## src/hw/rtl/udec_pkg.sv

```systemverilog
// ----------------------------------------------------------------------------
// UTF-8 stream decoder package
// Shared types and constants for the front end, request queue and back end.
// ----------------------------------------------------------------------------
package udec_pkg;

  localparam int QDEPTH = 4;
  localparam int QAW    = $clog2(QDEPTH);
  localparam int QCW    = $clog2(QDEPTH + 1);

  localparam int CPW = 31;

  localparam logic [1:0] ST_OK    = 2'd0;
  localparam logic [1:0] ST_TRUNC = 2'd1;
  localparam logic [1:0] ST_BAD   = 2'd2;

  localparam logic [7:0] MASK_LEN2 = 8'b0001_1111;
  localparam logic [7:0] MASK_LEN3 = 8'b0000_1111;
  localparam logic [7:0] MASK_LEN4 = 8'b0000_0111;
  localparam logic [7:0] MASK_LEN5 = 8'b0000_0011;
  localparam logic [7:0] MASK_LEN6 = 8'b0000_0001;

  typedef enum logic [2:0] {
    OP_SINGLE,
    OP_BAD,
    OP_TRUNC,
    OP_START,
    OP_SHIFT,
    OP_FINISH
  } op_t;

  typedef struct packed {
    op_t        op;
    logic [7:0] data;
    logic       last;
  } req_t;

endpackage

```

## src/hw/rtl/utf8_stream_decoder.sv

```systemverilog
// ----------------------------------------------------------------------------
// UTF-8 stream decoder, legacy six-byte form
// A byte that completes a result passes through the request queue and then the back end result register.
// Throughput: one byte per cycle while the result side keeps taking results.
// A four-entry request queue lets input and result sides stall independently.
// Reset (synchronous, active high) clears sequence state, queue and result valid flag.
// ----------------------------------------------------------------------------
module utf8_stream_decoder
  import udec_pkg::*;
(
  input  logic           clk,
  input  logic           rst,
  input  logic           push,
  output logic           full,
  input  logic [7:0]     data_byte,
  input  logic           end_of_buffer,
  output logic           empty,
  input  logic           pop,
  output logic [CPW-1:0] code_point,
  output logic [1:0]     status,
  output logic           buffer_done
);

  logic           accept;
  req_t           front_req;
  req_t           q_head;
  logic           q_rd;
  logic           q_empty;
  logic [QCW-1:0] q_count;

  assign accept = push && !full;

  udec_front u_front (
    .clk           (clk),
    .rst           (rst),
    .accept        (accept),
    .data_byte     (data_byte),
    .end_of_buffer (end_of_buffer),
    .req           (front_req)
  );

  udec_queue u_queue (
    .clk    (clk),
    .rst    (rst),
    .wr     (accept),
    .wr_req (front_req),
    .rd     (q_rd),
    .head   (q_head),
    .full   (full),
    .empty  (q_empty),
    .count  (q_count)
  );

  udec_back u_back (
    .clk         (clk),
    .rst         (rst),
    .q_empty     (q_empty),
    .q_head      (q_head),
    .q_rd        (q_rd),
    .pop         (pop),
    .empty       (empty),
    .code_point  (code_point),
    .status      (status),
    .buffer_done (buffer_done)
  );

`ifndef SYNTH
  a_count_bound: assert property (@(posedge clk) disable iff (rst)
    q_count <= QCW'(QDEPTH))
    else $error("Request queue count exceeds its depth.");

  a_err_zero: assert property (@(posedge clk) disable iff (rst)
    (!empty && status != ST_OK) |-> (code_point == '0))
    else $error("Error result carries a nonzero code point.");

  a_trunc_done: assert property (@(posedge clk) disable iff (rst)
    (!empty && status == ST_TRUNC) |-> buffer_done)
    else $error("Truncated result not marked as end of buffer.");

  a_hold: assert property (@(posedge clk) disable iff (rst)
    (!empty && !pop) |=> (!empty && $stable(code_point) && $stable(status)))
    else $error("Waiting result changed before it was taken.");
`endif

endmodule

```

## src/hw/rtl/udec_front.sv

```systemverilog
// ----------------------------------------------------------------------------
// UTF-8 decoder front end
// Tracks sequence position and classifies each byte into a request.
// ----------------------------------------------------------------------------
module udec_front
  import udec_pkg::*;
(
  input  logic       clk,
  input  logic       rst,
  input  logic       accept,
  input  logic [7:0] data_byte,
  input  logic       end_of_buffer,
  output req_t       req
);

  logic [2:0] bytes_remaining;
  logic [2:0] bytes_remaining_next;
  logic [2:0] lead_len;
  logic [7:0] lead_mask;
  logic       lead_bad;
  logic [2:0] dec_remaining;

  always_comb begin
    lead_bad  = 1'b0;
    lead_len  = 3'd1;
    lead_mask = 8'hFF;
    if (data_byte inside {[8'h00:8'hBF]}) begin
      lead_len  = 3'd1;
    end else if (data_byte inside {[8'hC0:8'hDF]}) begin
      lead_len  = 3'd2;
      lead_mask = MASK_LEN2;
    end else if (data_byte inside {[8'hE0:8'hEF]}) begin
      lead_len  = 3'd3;
      lead_mask = MASK_LEN3;
    end else if (data_byte inside {[8'hF0:8'hF7]}) begin
      lead_len  = 3'd4;
      lead_mask = MASK_LEN4;
    end else if (data_byte inside {[8'hF8:8'hFB]}) begin
      lead_len  = 3'd5;
      lead_mask = MASK_LEN5;
    end else if (data_byte inside {[8'hFC:8'hFD]}) begin
      lead_len  = 3'd6;
      lead_mask = MASK_LEN6;
    end else begin
      lead_bad  = 1'b1;
    end
  end

  assign dec_remaining = bytes_remaining - 3'd1;

  always_comb begin
    req.data             = data_byte;
    req.last             = end_of_buffer;
    req.op               = OP_SHIFT;
    bytes_remaining_next = bytes_remaining;
    if (bytes_remaining == 3'd0) begin
      if (lead_bad) begin
        req.op = OP_BAD;
      end else if (lead_len == 3'd1) begin
        req.op = OP_SINGLE;
      end else if (end_of_buffer) begin
        req.op = OP_TRUNC;
      end else begin
        req.op               = OP_START;
        req.data             = data_byte & lead_mask;
        bytes_remaining_next = lead_len - 3'd1;
      end
    end else begin
      bytes_remaining_next = dec_remaining;
      if (dec_remaining == 3'd0) begin
        req.op = OP_FINISH;
      end else if (end_of_buffer) begin
        req.op = OP_TRUNC;
      end else begin
        req.op = OP_SHIFT;
      end
    end
    if (end_of_buffer) begin
      bytes_remaining_next = 3'd0;
    end
  end

  always_ff @(posedge clk) begin
    if (rst) begin
      bytes_remaining <= 3'd0;
    end else if (accept) begin
      bytes_remaining <= bytes_remaining_next;
    end
  end

endmodule

```

## src/hw/rtl/udec_queue.sv

```systemverilog
// ----------------------------------------------------------------------------
// UTF-8 decoder request queue
// Short register queue that decouples the front end from the back end.
// ----------------------------------------------------------------------------
module udec_queue
  import udec_pkg::*;
(
  input  logic             clk,
  input  logic             rst,
  input  logic             wr,
  input  req_t             wr_req,
  input  logic             rd,
  output req_t             head,
  output logic             full,
  output logic             empty,
  output logic [QCW-1:0]   count
);

  req_t           slots [QDEPTH];
  logic [QAW-1:0] wr_ptr;
  logic [QAW-1:0] rd_ptr;

  assign head  = slots[rd_ptr];
  assign full  = (count == QCW'(QDEPTH));
  assign empty = (count == '0);

  always_ff @(posedge clk) begin
    if (wr && !full) begin
      slots[wr_ptr] <= wr_req;
    end
  end

  always_ff @(posedge clk) begin
    if (rst) begin
      wr_ptr <= '0;
      rd_ptr <= '0;
      count  <= '0;
    end else begin
      if (wr && !full) begin
        wr_ptr <= wr_ptr + QAW'(1);
      end
      if (rd && !empty) begin
        rd_ptr <= rd_ptr + QAW'(1);
      end
      if ((wr && !full) && !(rd && !empty)) begin
        count <= count + QCW'(1);
      end else if (!(wr && !full) && (rd && !empty)) begin
        count <= count - QCW'(1);
      end
    end
  end

endmodule

```

## src/hw/rtl/udec_back.sv

```systemverilog
// ----------------------------------------------------------------------------
// UTF-8 decoder back end
// Executes requests on the accumulator and holds the result register.
// ----------------------------------------------------------------------------
module udec_back
  import udec_pkg::*;
(
  input  logic           clk,
  input  logic           rst,
  input  logic           q_empty,
  input  req_t           q_head,
  output logic           q_rd,
  input  logic           pop,
  output logic           empty,
  output logic [CPW-1:0] code_point,
  output logic [1:0]     status,
  output logic           buffer_done
);

  logic [CPW-1:0] partial_value;
  logic           out_valid;
  logic           needs_out;
  logic           out_taken;
  logic [CPW-1:0] shifted;

  assign needs_out = (q_head.op != OP_START) && (q_head.op != OP_SHIFT);
  assign out_taken = pop && out_valid;
  assign q_rd      = !q_empty && (!needs_out || !out_valid || out_taken);
  assign shifted   = {partial_value[CPW-7:0], q_head.data[5:0]};
  assign empty     = !out_valid;

  always_ff @(posedge clk) begin
    if (q_rd) begin
      case (q_head.op)
        OP_START: begin
          partial_value <= CPW'(q_head.data);
        end
        OP_SHIFT: begin
          partial_value <= shifted;
        end
        default: begin
          partial_value <= partial_value;
        end
      endcase
      if (needs_out) begin
        buffer_done <= q_head.last;
        case (q_head.op)
          OP_SINGLE: begin
            code_point <= CPW'(q_head.data);
            status     <= ST_OK;
          end
          OP_FINISH: begin
            code_point <= shifted;
            status     <= ST_OK;
          end
          OP_TRUNC: begin
            code_point <= '0;
            status     <= ST_TRUNC;
          end
          default: begin
            code_point <= '0;
            status     <= ST_BAD;
          end
        endcase
      end
    end
  end

  always_ff @(posedge clk) begin
    if (rst) begin
      out_valid <= 1'b0;
    end else if (q_rd && needs_out) begin
      out_valid <= 1'b1;
    end else if (out_taken) begin
      out_valid <= 1'b0;
    end
  end

endmodule

```

## config.mk

```make
export PLATFORM = sky130hd
export DESIGN_NAME = utf8_stream_decoder
export DESIGN_NICKNAME = d
export VERILOG_FILES = /design/src/hw/rtl/udec_pkg.sv /design/src/hw/rtl/utf8_stream_decoder.sv /design/src/hw/rtl/udec_front.sv /design/src/hw/rtl/udec_queue.sv /design/src/hw/rtl/udec_back.sv
export SDC_FILE = /design/constraint.sdc
export NUM_CORES = 1
export LEC_CHECK = 0
export ABC_AREA = 1
export BUFFER_PORTS_ARGS = -buffer_cell sky130_fd_sc_hd__buf_4
export CORE_AREA = 2 2 111 113
export CTS_BUF_LIST = sky130_fd_sc_hd__clkbuf_4
export CTS_CLUSTER_SIZE = 12
export DETAILED_ROUTE_END_ITERATION = 12
export DIE_AREA = 0 0 113 115
export PLACE_DENSITY = 0.61
export SETUP_SLACK_MARGIN = 0.02
export SLEW_MARGIN = 20
export SYNTH_ARGS = -nofsm -noshare
export SYNTH_HDL_FRONTEND = slang
export SYNTH_SLANG_ARGS = --single-unit
```

## constraint.sdc

```tcl
create_clock -name clk -period 2.4 [get_ports clk]
set_clock_uncertainty 0.05 [all_clocks]
set_input_delay 0.36 -clock clk [delete_from_list [all_inputs] [get_ports clk]]
set_output_delay 0.36 -clock clk [all_outputs]
set_load 0.03 [all_outputs]
```

# After elaboration in Yosys (flattened, before gate mapping)
# Memories as Yosys holds them, arrays and structs flattened. A register that Yosys moved wholly into a read port is not among the register bits.
# Cells that the tools add are included.
[totals]
reg_bits = 70
latch_bits = 0
mem_bits_rw = 48
mem_bits_ro = 0
in_bits = 13
elab_cells = 116
n_memories = 1
[mem_list]
columns = ["memory", "words", "width", "read_ports", "rd_clocked_by_memory_dff", "wr", "line_no", "rtl"]
rows = [
  ["u_queue.slots", 4, 12, 1, 1, 1, "udec_queue.sv:19", "req_t slots [QDEPTH];"],
]
[classes]
addsub = 6
n_mul = 0
div = 0
magnitude_cmp = 12
n_eq_ne = 10
shift = 0
muxes = 43
bitwise = 1
n_reduce_logical = 34
[ops]
columns = ["operator", "count"]
rows = [
  ["$mux 8", 10],
  ["$pmux 31 s2", 1],
  ["$mux 3", 17],
  ["$pmux 25 s2", 1],
  ["$le 8x8->1 const B", 6],
  ["$ge 8x8->1 const B", 5],
  ["$logic_and 1x1->1", 15],
  ["$logic_not 3->1", 4],
  ["$mux 1", 11],
  ["$eq 3x3->1 const B", 3],
  ["$ne 3x3->1 const B", 3],
  ["$sub 3x1->3 const B", 3],
  ["$and 8x8->8", 1],
  ["$ge 8x1->1 const B", 1],
  ["$eq 3x2->1 const B", 2],
  ["$logic_not 1->1", 6],
  ["$reduce_bool 2->1", 3],
  ["$add 2x1->2 const B", 2],
  ["$mux 2", 2],
  ["$pmux 2 s2", 1],
  ["$reduce_and 2->1", 2],
  ["$add 3x1->3 const B", 1],
  ["$eq 3x1->1 const B", 1],
  ["$ne 3x2->1 const B", 1],
  ["other kinds (3)", 4],
]

# Logic depth before layout (Yosys ltp)
[depth]
ltp_word = 13
mapped_depth = 16
ltp_nobuf = 15

# By module
# A second synthesis with hierarchy kept.
[unflattened]
cells_unflattened = 453
area_unflattened_um2 = 5121.2
[by_module_without_submodules]
columns = ["mod", "n_inst", "cells_per_inst", "area_per_inst_um2", "seq_area_each_um2"]
rows = [
  ["udec_queue", 1, 186, 2282.2, 1621.6],
  ["udec_back", 1, 173, 2267.2, 1791.7],
  ["udec_front", 1, 92, 561.8, 60.1],
  ["utf8_stream_decoder", 1, 2, 10.0, 0.0],
]

# Worst setup path before layout
# OpenSTA, ideal clock, no wires.
[synth_timing]
kind = "register to register"
from = "register u_queue.count[0]"
to = "register u_queue.count[1]"
setup_time_ns = 0.116
t_arrival_ns = 2.292
required_ns = 2.234
path_slack_ns = -0.058
stages_incl_launch_ff = 8
path_buffers = 0
period_less_slack_ns = 2.458
path_cell_list = "dfxtp_1 > nor3_1 > nor2_1 > ha_1 > inv_1 > fa_1 > o21ai_0 > nor2_1"
[synth_between]
elab_chain_cells = 7
[synth_rtl]
columns = ["item", "line_no", "rtl"]
rows = [
  ["from (decl)", "udec_queue.sv:16", "output logic [QCW-1:0] count"],
  ["from (signal assigned)", "udec_queue.sv:46", "count <= count + QCW'(1);"],
  ["from (signal assigned)", "udec_queue.sv:48", "count <= count - QCW'(1);"],
  ["$eq 3x3->1 *", "udec_queue.sv:24", "assign full = (count == QCW'(QDEPTH));"],
  ["net full", "utf8_stream_decoder.sv:14", "output logic full,"],
  ["$logic_not 1->1 *", "utf8_stream_decoder.sv:31, udec_queue.sv:45, udec_queue.sv:47", ""],
  ["$logic_and 1x1->1", "utf8_stream_decoder.sv:31", "assign accept = push && !full;"],
  ["$logic_and 1x1->1 *", "udec_queue.sv:45, udec_queue.sv:47", ""],
  ["$logic_not 1->1", "udec_queue.sv:47", "end else if (!(wr && !full) && (rd && !empty)) begin"],
  ["$logic_and 1x1->1", "udec_queue.sv:47", ""],
  ["$reduce_bool 2->1 (no line)", "-", ""],
]
# Mark *: on every way through the listed nets, which the timed path passes. The rest lies on a longest branch. The select of a mux whose other input is x is not followed.
# A chain may end at the register's enable or synchronous reset.

==> reports/results.txt <==
The cell area that synthesis handed to floorplanning was 5230 um2. Dividing total power by cell area gives a power density of 1430 nW/um2. At the end of the flow, the number of nets in the layout was 547. The run gives 5770 um2 as the placed standard-cell area.

IR analysis of the VDD net gives a maximum drop of 0.565 mV. Global routing used 16.2% of the available met1 tracks. Sequential cells were found to cover 66.4% of the synthesized design area.

The first global-routing pass estimated 14300 um of wire. The via count is 3219, and the top cell type's share of synthesized area is 61.5%. The post-detailed-routing wire length came out at 8700 um. The number of failing hold endpoints at the final stage is 0, and the half-perimeter wire length of the detailed placement result is 5740 um.

The post-synthesis adder-cell area fraction works out to 2.78%. Global routing consumed, on the met2 layer, 24.5% of the routing resources. The number of pins with negative max-slew slack in the final report came out at 0.

For this run, the share of the core covered by cells in the final layout is 52.4%. For this run, design rule violations remaining after detail routing come to 8. In the synthesized netlist the dominant register cell turns out to be edfxtp_1. At the pin with the least slew margin, the transition time is 0.356 ns. For the cell count after synthesis, the log shows 451. The arrival time at the worst endpoint is 2.59 ns. The tree is rooted in a clkbuf_4. Initial core utilization: 44.3%.

The number of cells on the worst reg-to-reg path is 15. Summed over all failing endpoints, the final setup total negative slack is 0 ns. The number of buffers added by the clock tree synthesis step was 17; the simple-gate portion of the synthesized area was 16.9%. The total number of yosys warnings is 0. Of all nets on the critical path, the largest fanout is 10. The number of port buffers works out to 48.

Dominant combinational cell family by area after synthesis: simple AND/OR/NAND/NOR gates. The peak clock frequency supported by timing came out at 451 MHz. The tool flagged a number of max-cap violations equal to 0. Synthesis produced a netlist with a net count of 475. For met3 alone, demand over resource in global routing was 4.96%. The tools report the post-route worst hold slack as 0.117 ns. Setup repair after global routing left no endpoint under its margin. The initialized floorplan defines 40 standard-cell rows. The run finished, with violations left. The ratio of routed vias to standard cells was 4.71.

The logs give 4 for the deepest level of the CTS H-tree and 0.795 for the final weighted congestion in routability-driven placement. The number of antenna-violating nets in the routed design is 0, and the worst slew slack as a fraction of its limit is 76.1%. The synthesized area per cell is 11.6 um2. Entering global routing, the biggest net connects 35 pins. The checks that failed: DRC.

The share of the synthesized area in compound gates (AO/OA/AOI/OAI) works out to 5.93%. The core region is 11800 um2. The worst path required time was 2.77 ns; the final antenna diode count was 0. The run gives 2 as the worst-case clock buffer depth.

In this run, distinct cell masters in the synthesized netlist total 35. Type of the worst min-delay path: in2reg. From bottom edge to top edge, the die measures 115 um. The die boundary width was 113 um. The number of enable-type register cells in the synthesized netlist was 107. Share of synthesized flip-flops with an asynchronous set or reset: 0%. STA classifies the critical path endpoint as a flip-flop. The area added between synthesis and finish came out at 18.4%. By instance count, the leading cell after synthesis is edfxtp_1. Cells with a size suffix above 1 make up 24.1% of the layout. The tools report the total global routing track utilization as 14.3%. For the number of global-route vias before repair, the log shows 3170.

The commonest cells after synthesis are 107 x edfxtp_1, 70 x inv_1, 69 x nand2_1. The worst path needs 2.22 ns of the cycle, external delays included. Ranked by total cell area, the synthesized netlist is headed by edfxtp_1 61%, inv_1 5.0%, dfxtp_1 5.0%, nand2_1 5.0%, nor2_1 4.9%. The total clock sinks came out at 120. For the number of antenna violations at the first check in global routing, the log shows 0. The tools report the number of DRC violations after detailed-routing iteration 0 as 194.

met2 is the most crowded layer. 49 I/O pins were placed. The worst setup path is launched from a flip-flop. For the worst-skew pair, the clock arrives at the later sink with an insertion delay of 0.52 ns. The worst setup path category is reg2reg. The clock transition at the register clock pins on the worst setup and hold paths after CTS works out to 0.10 ns.

Of the total synthesized cell area, the portion taken by XOR and XNOR cells is 0.168%. The pre-antenna-repair detailed-routing pass consisted of 8 iterations. TritonCTS built the clock tree. Fill cells in the final layout number 1044. The worst hold path was traced through 4 stages.

In this run the static leakage power is 2.62 nW. The die covers 13000 um2. The portion of synthesized area spent on multiplexers is 0%. Dividing the detail-routed wire length by the instance count gives 12.7 um.

For the final standard cell area without fillers, the log shows 6190 um2. The post-route fraction of the period consumed by the critical path came out at 92.5%. Setup violations remaining at the end of the flow were counted as 0.

The flop and latch count out of synthesis was 120. Global route total overflow: 0. The largest total area in the synthesized netlist belongs to edfxtp_1.
## logic make-up after synthesis
family          after synthesis
compound gates               51
xor+xnor                      1
fa+ha+maj                    11
buf+inv                      86
flops                       120
simple gates                182
## worst max-delay path, cell delays in order (launching register included)
cell and delay, ns:
dfxtp_4 0.36, buf_12 0.14, inv_8 0.08, nand2_2 0.05, nand3_1 0.08, nand2_2 0.11
nand3_4 0.11, nand3_4 0.09, nand2_1 0.08, ha_1 0.14, inv_1 0.07, fa_2 0.35
a21oi_1 0.14, o21ai_1 0.09, o21ai_1 0.13, a21oi_1 0.05
## flip-flops by register name, summed over array words and instances (netlist names), named ones only
register / count
u_queue.rd_ptr: 2
u_queue.wr_ptr: 2
u_queue.slots: 48
u_front.bytes_remaining: 3
u_back.buffer_done: 1
u_back.out_valid: 1
u_back.status: 2
u_back.code_point: 31
u_back.partial_value: 25
u_queue.count: 3
## area by class of cell
class | count | area [um2] | area share (%)
flip-flops and latches | 120 | 3480 | 56.2
well taps | 147 | 184 | 2.97
clock buffers | 20 | 150 | 2.43
multi-input cells | 245 | 1360 | 21.9
inverters | 73 | 284 | 4.59
clock inverters | 12 | 175 | 2.83
repair buffers | 66 | 561 | 9.06
## through the flow
| stage | setup WS [ns] | std cells | total power, mW |
|---|---|---|---|
| after floorplan | 0.258 | 451 | 6.22 |
| after global placement | 0.124 | 644 | 7.19 |
| after detailed placement | 0.0507 | 644 | 7.27 |
| after CTS | 0.0250 | 680 | 8.89 |
| after global routing | 0.0249 | 683 | 9.46 |
| final | 0.181 | 683 | 8.88 |
## worst paths after layout
kind / startpoint / to / slack [ns]
hold / removal: pop / u_back.out_valid / 0.12
hold reg to reg: u_queue.rd_ptr[1] / flip-flop / 0.45
setup / recovery: flip-flop / u_queue.count[2] / 0.18
setup reg to reg: flip-flop / u_queue.count[2] / 0.18
## report_power, final
group / internal (mW) / switching [mW]
sequential: 3.32 / 0.244
clock: 0.861 / 0.732
combinational: 1.23 / 2.49
## placed cells by master, fill, tap and decap left out, drive strengths merged, types with 5 or more instances in the layout
master,netlist,layout
a21oi,23,23
a32oi,7,7
buf,12,61
clkbuf,1,21
clkinv,0,5
dfxtp,13,13
edfxtp,107,107
ha,10,10
inv,73,74
nand2,85,85
nand3,21,21
nor2,69,69
o21ai,12,12
## repair_timing
action,in CTS,in global routing
endpoints found under the hold margin,15,0
resized for setup,0,7
setup endpoints to repair,0,1
hold buffers,4,0
setup buffers,0,2
## layer usage
metal	wire, um	vias up
met5	0	-
met4	172	0
met3	450	16
met2	4200	64
met1	3880	1486
li1	-	1653
Power figures use the tool's default switching activity.
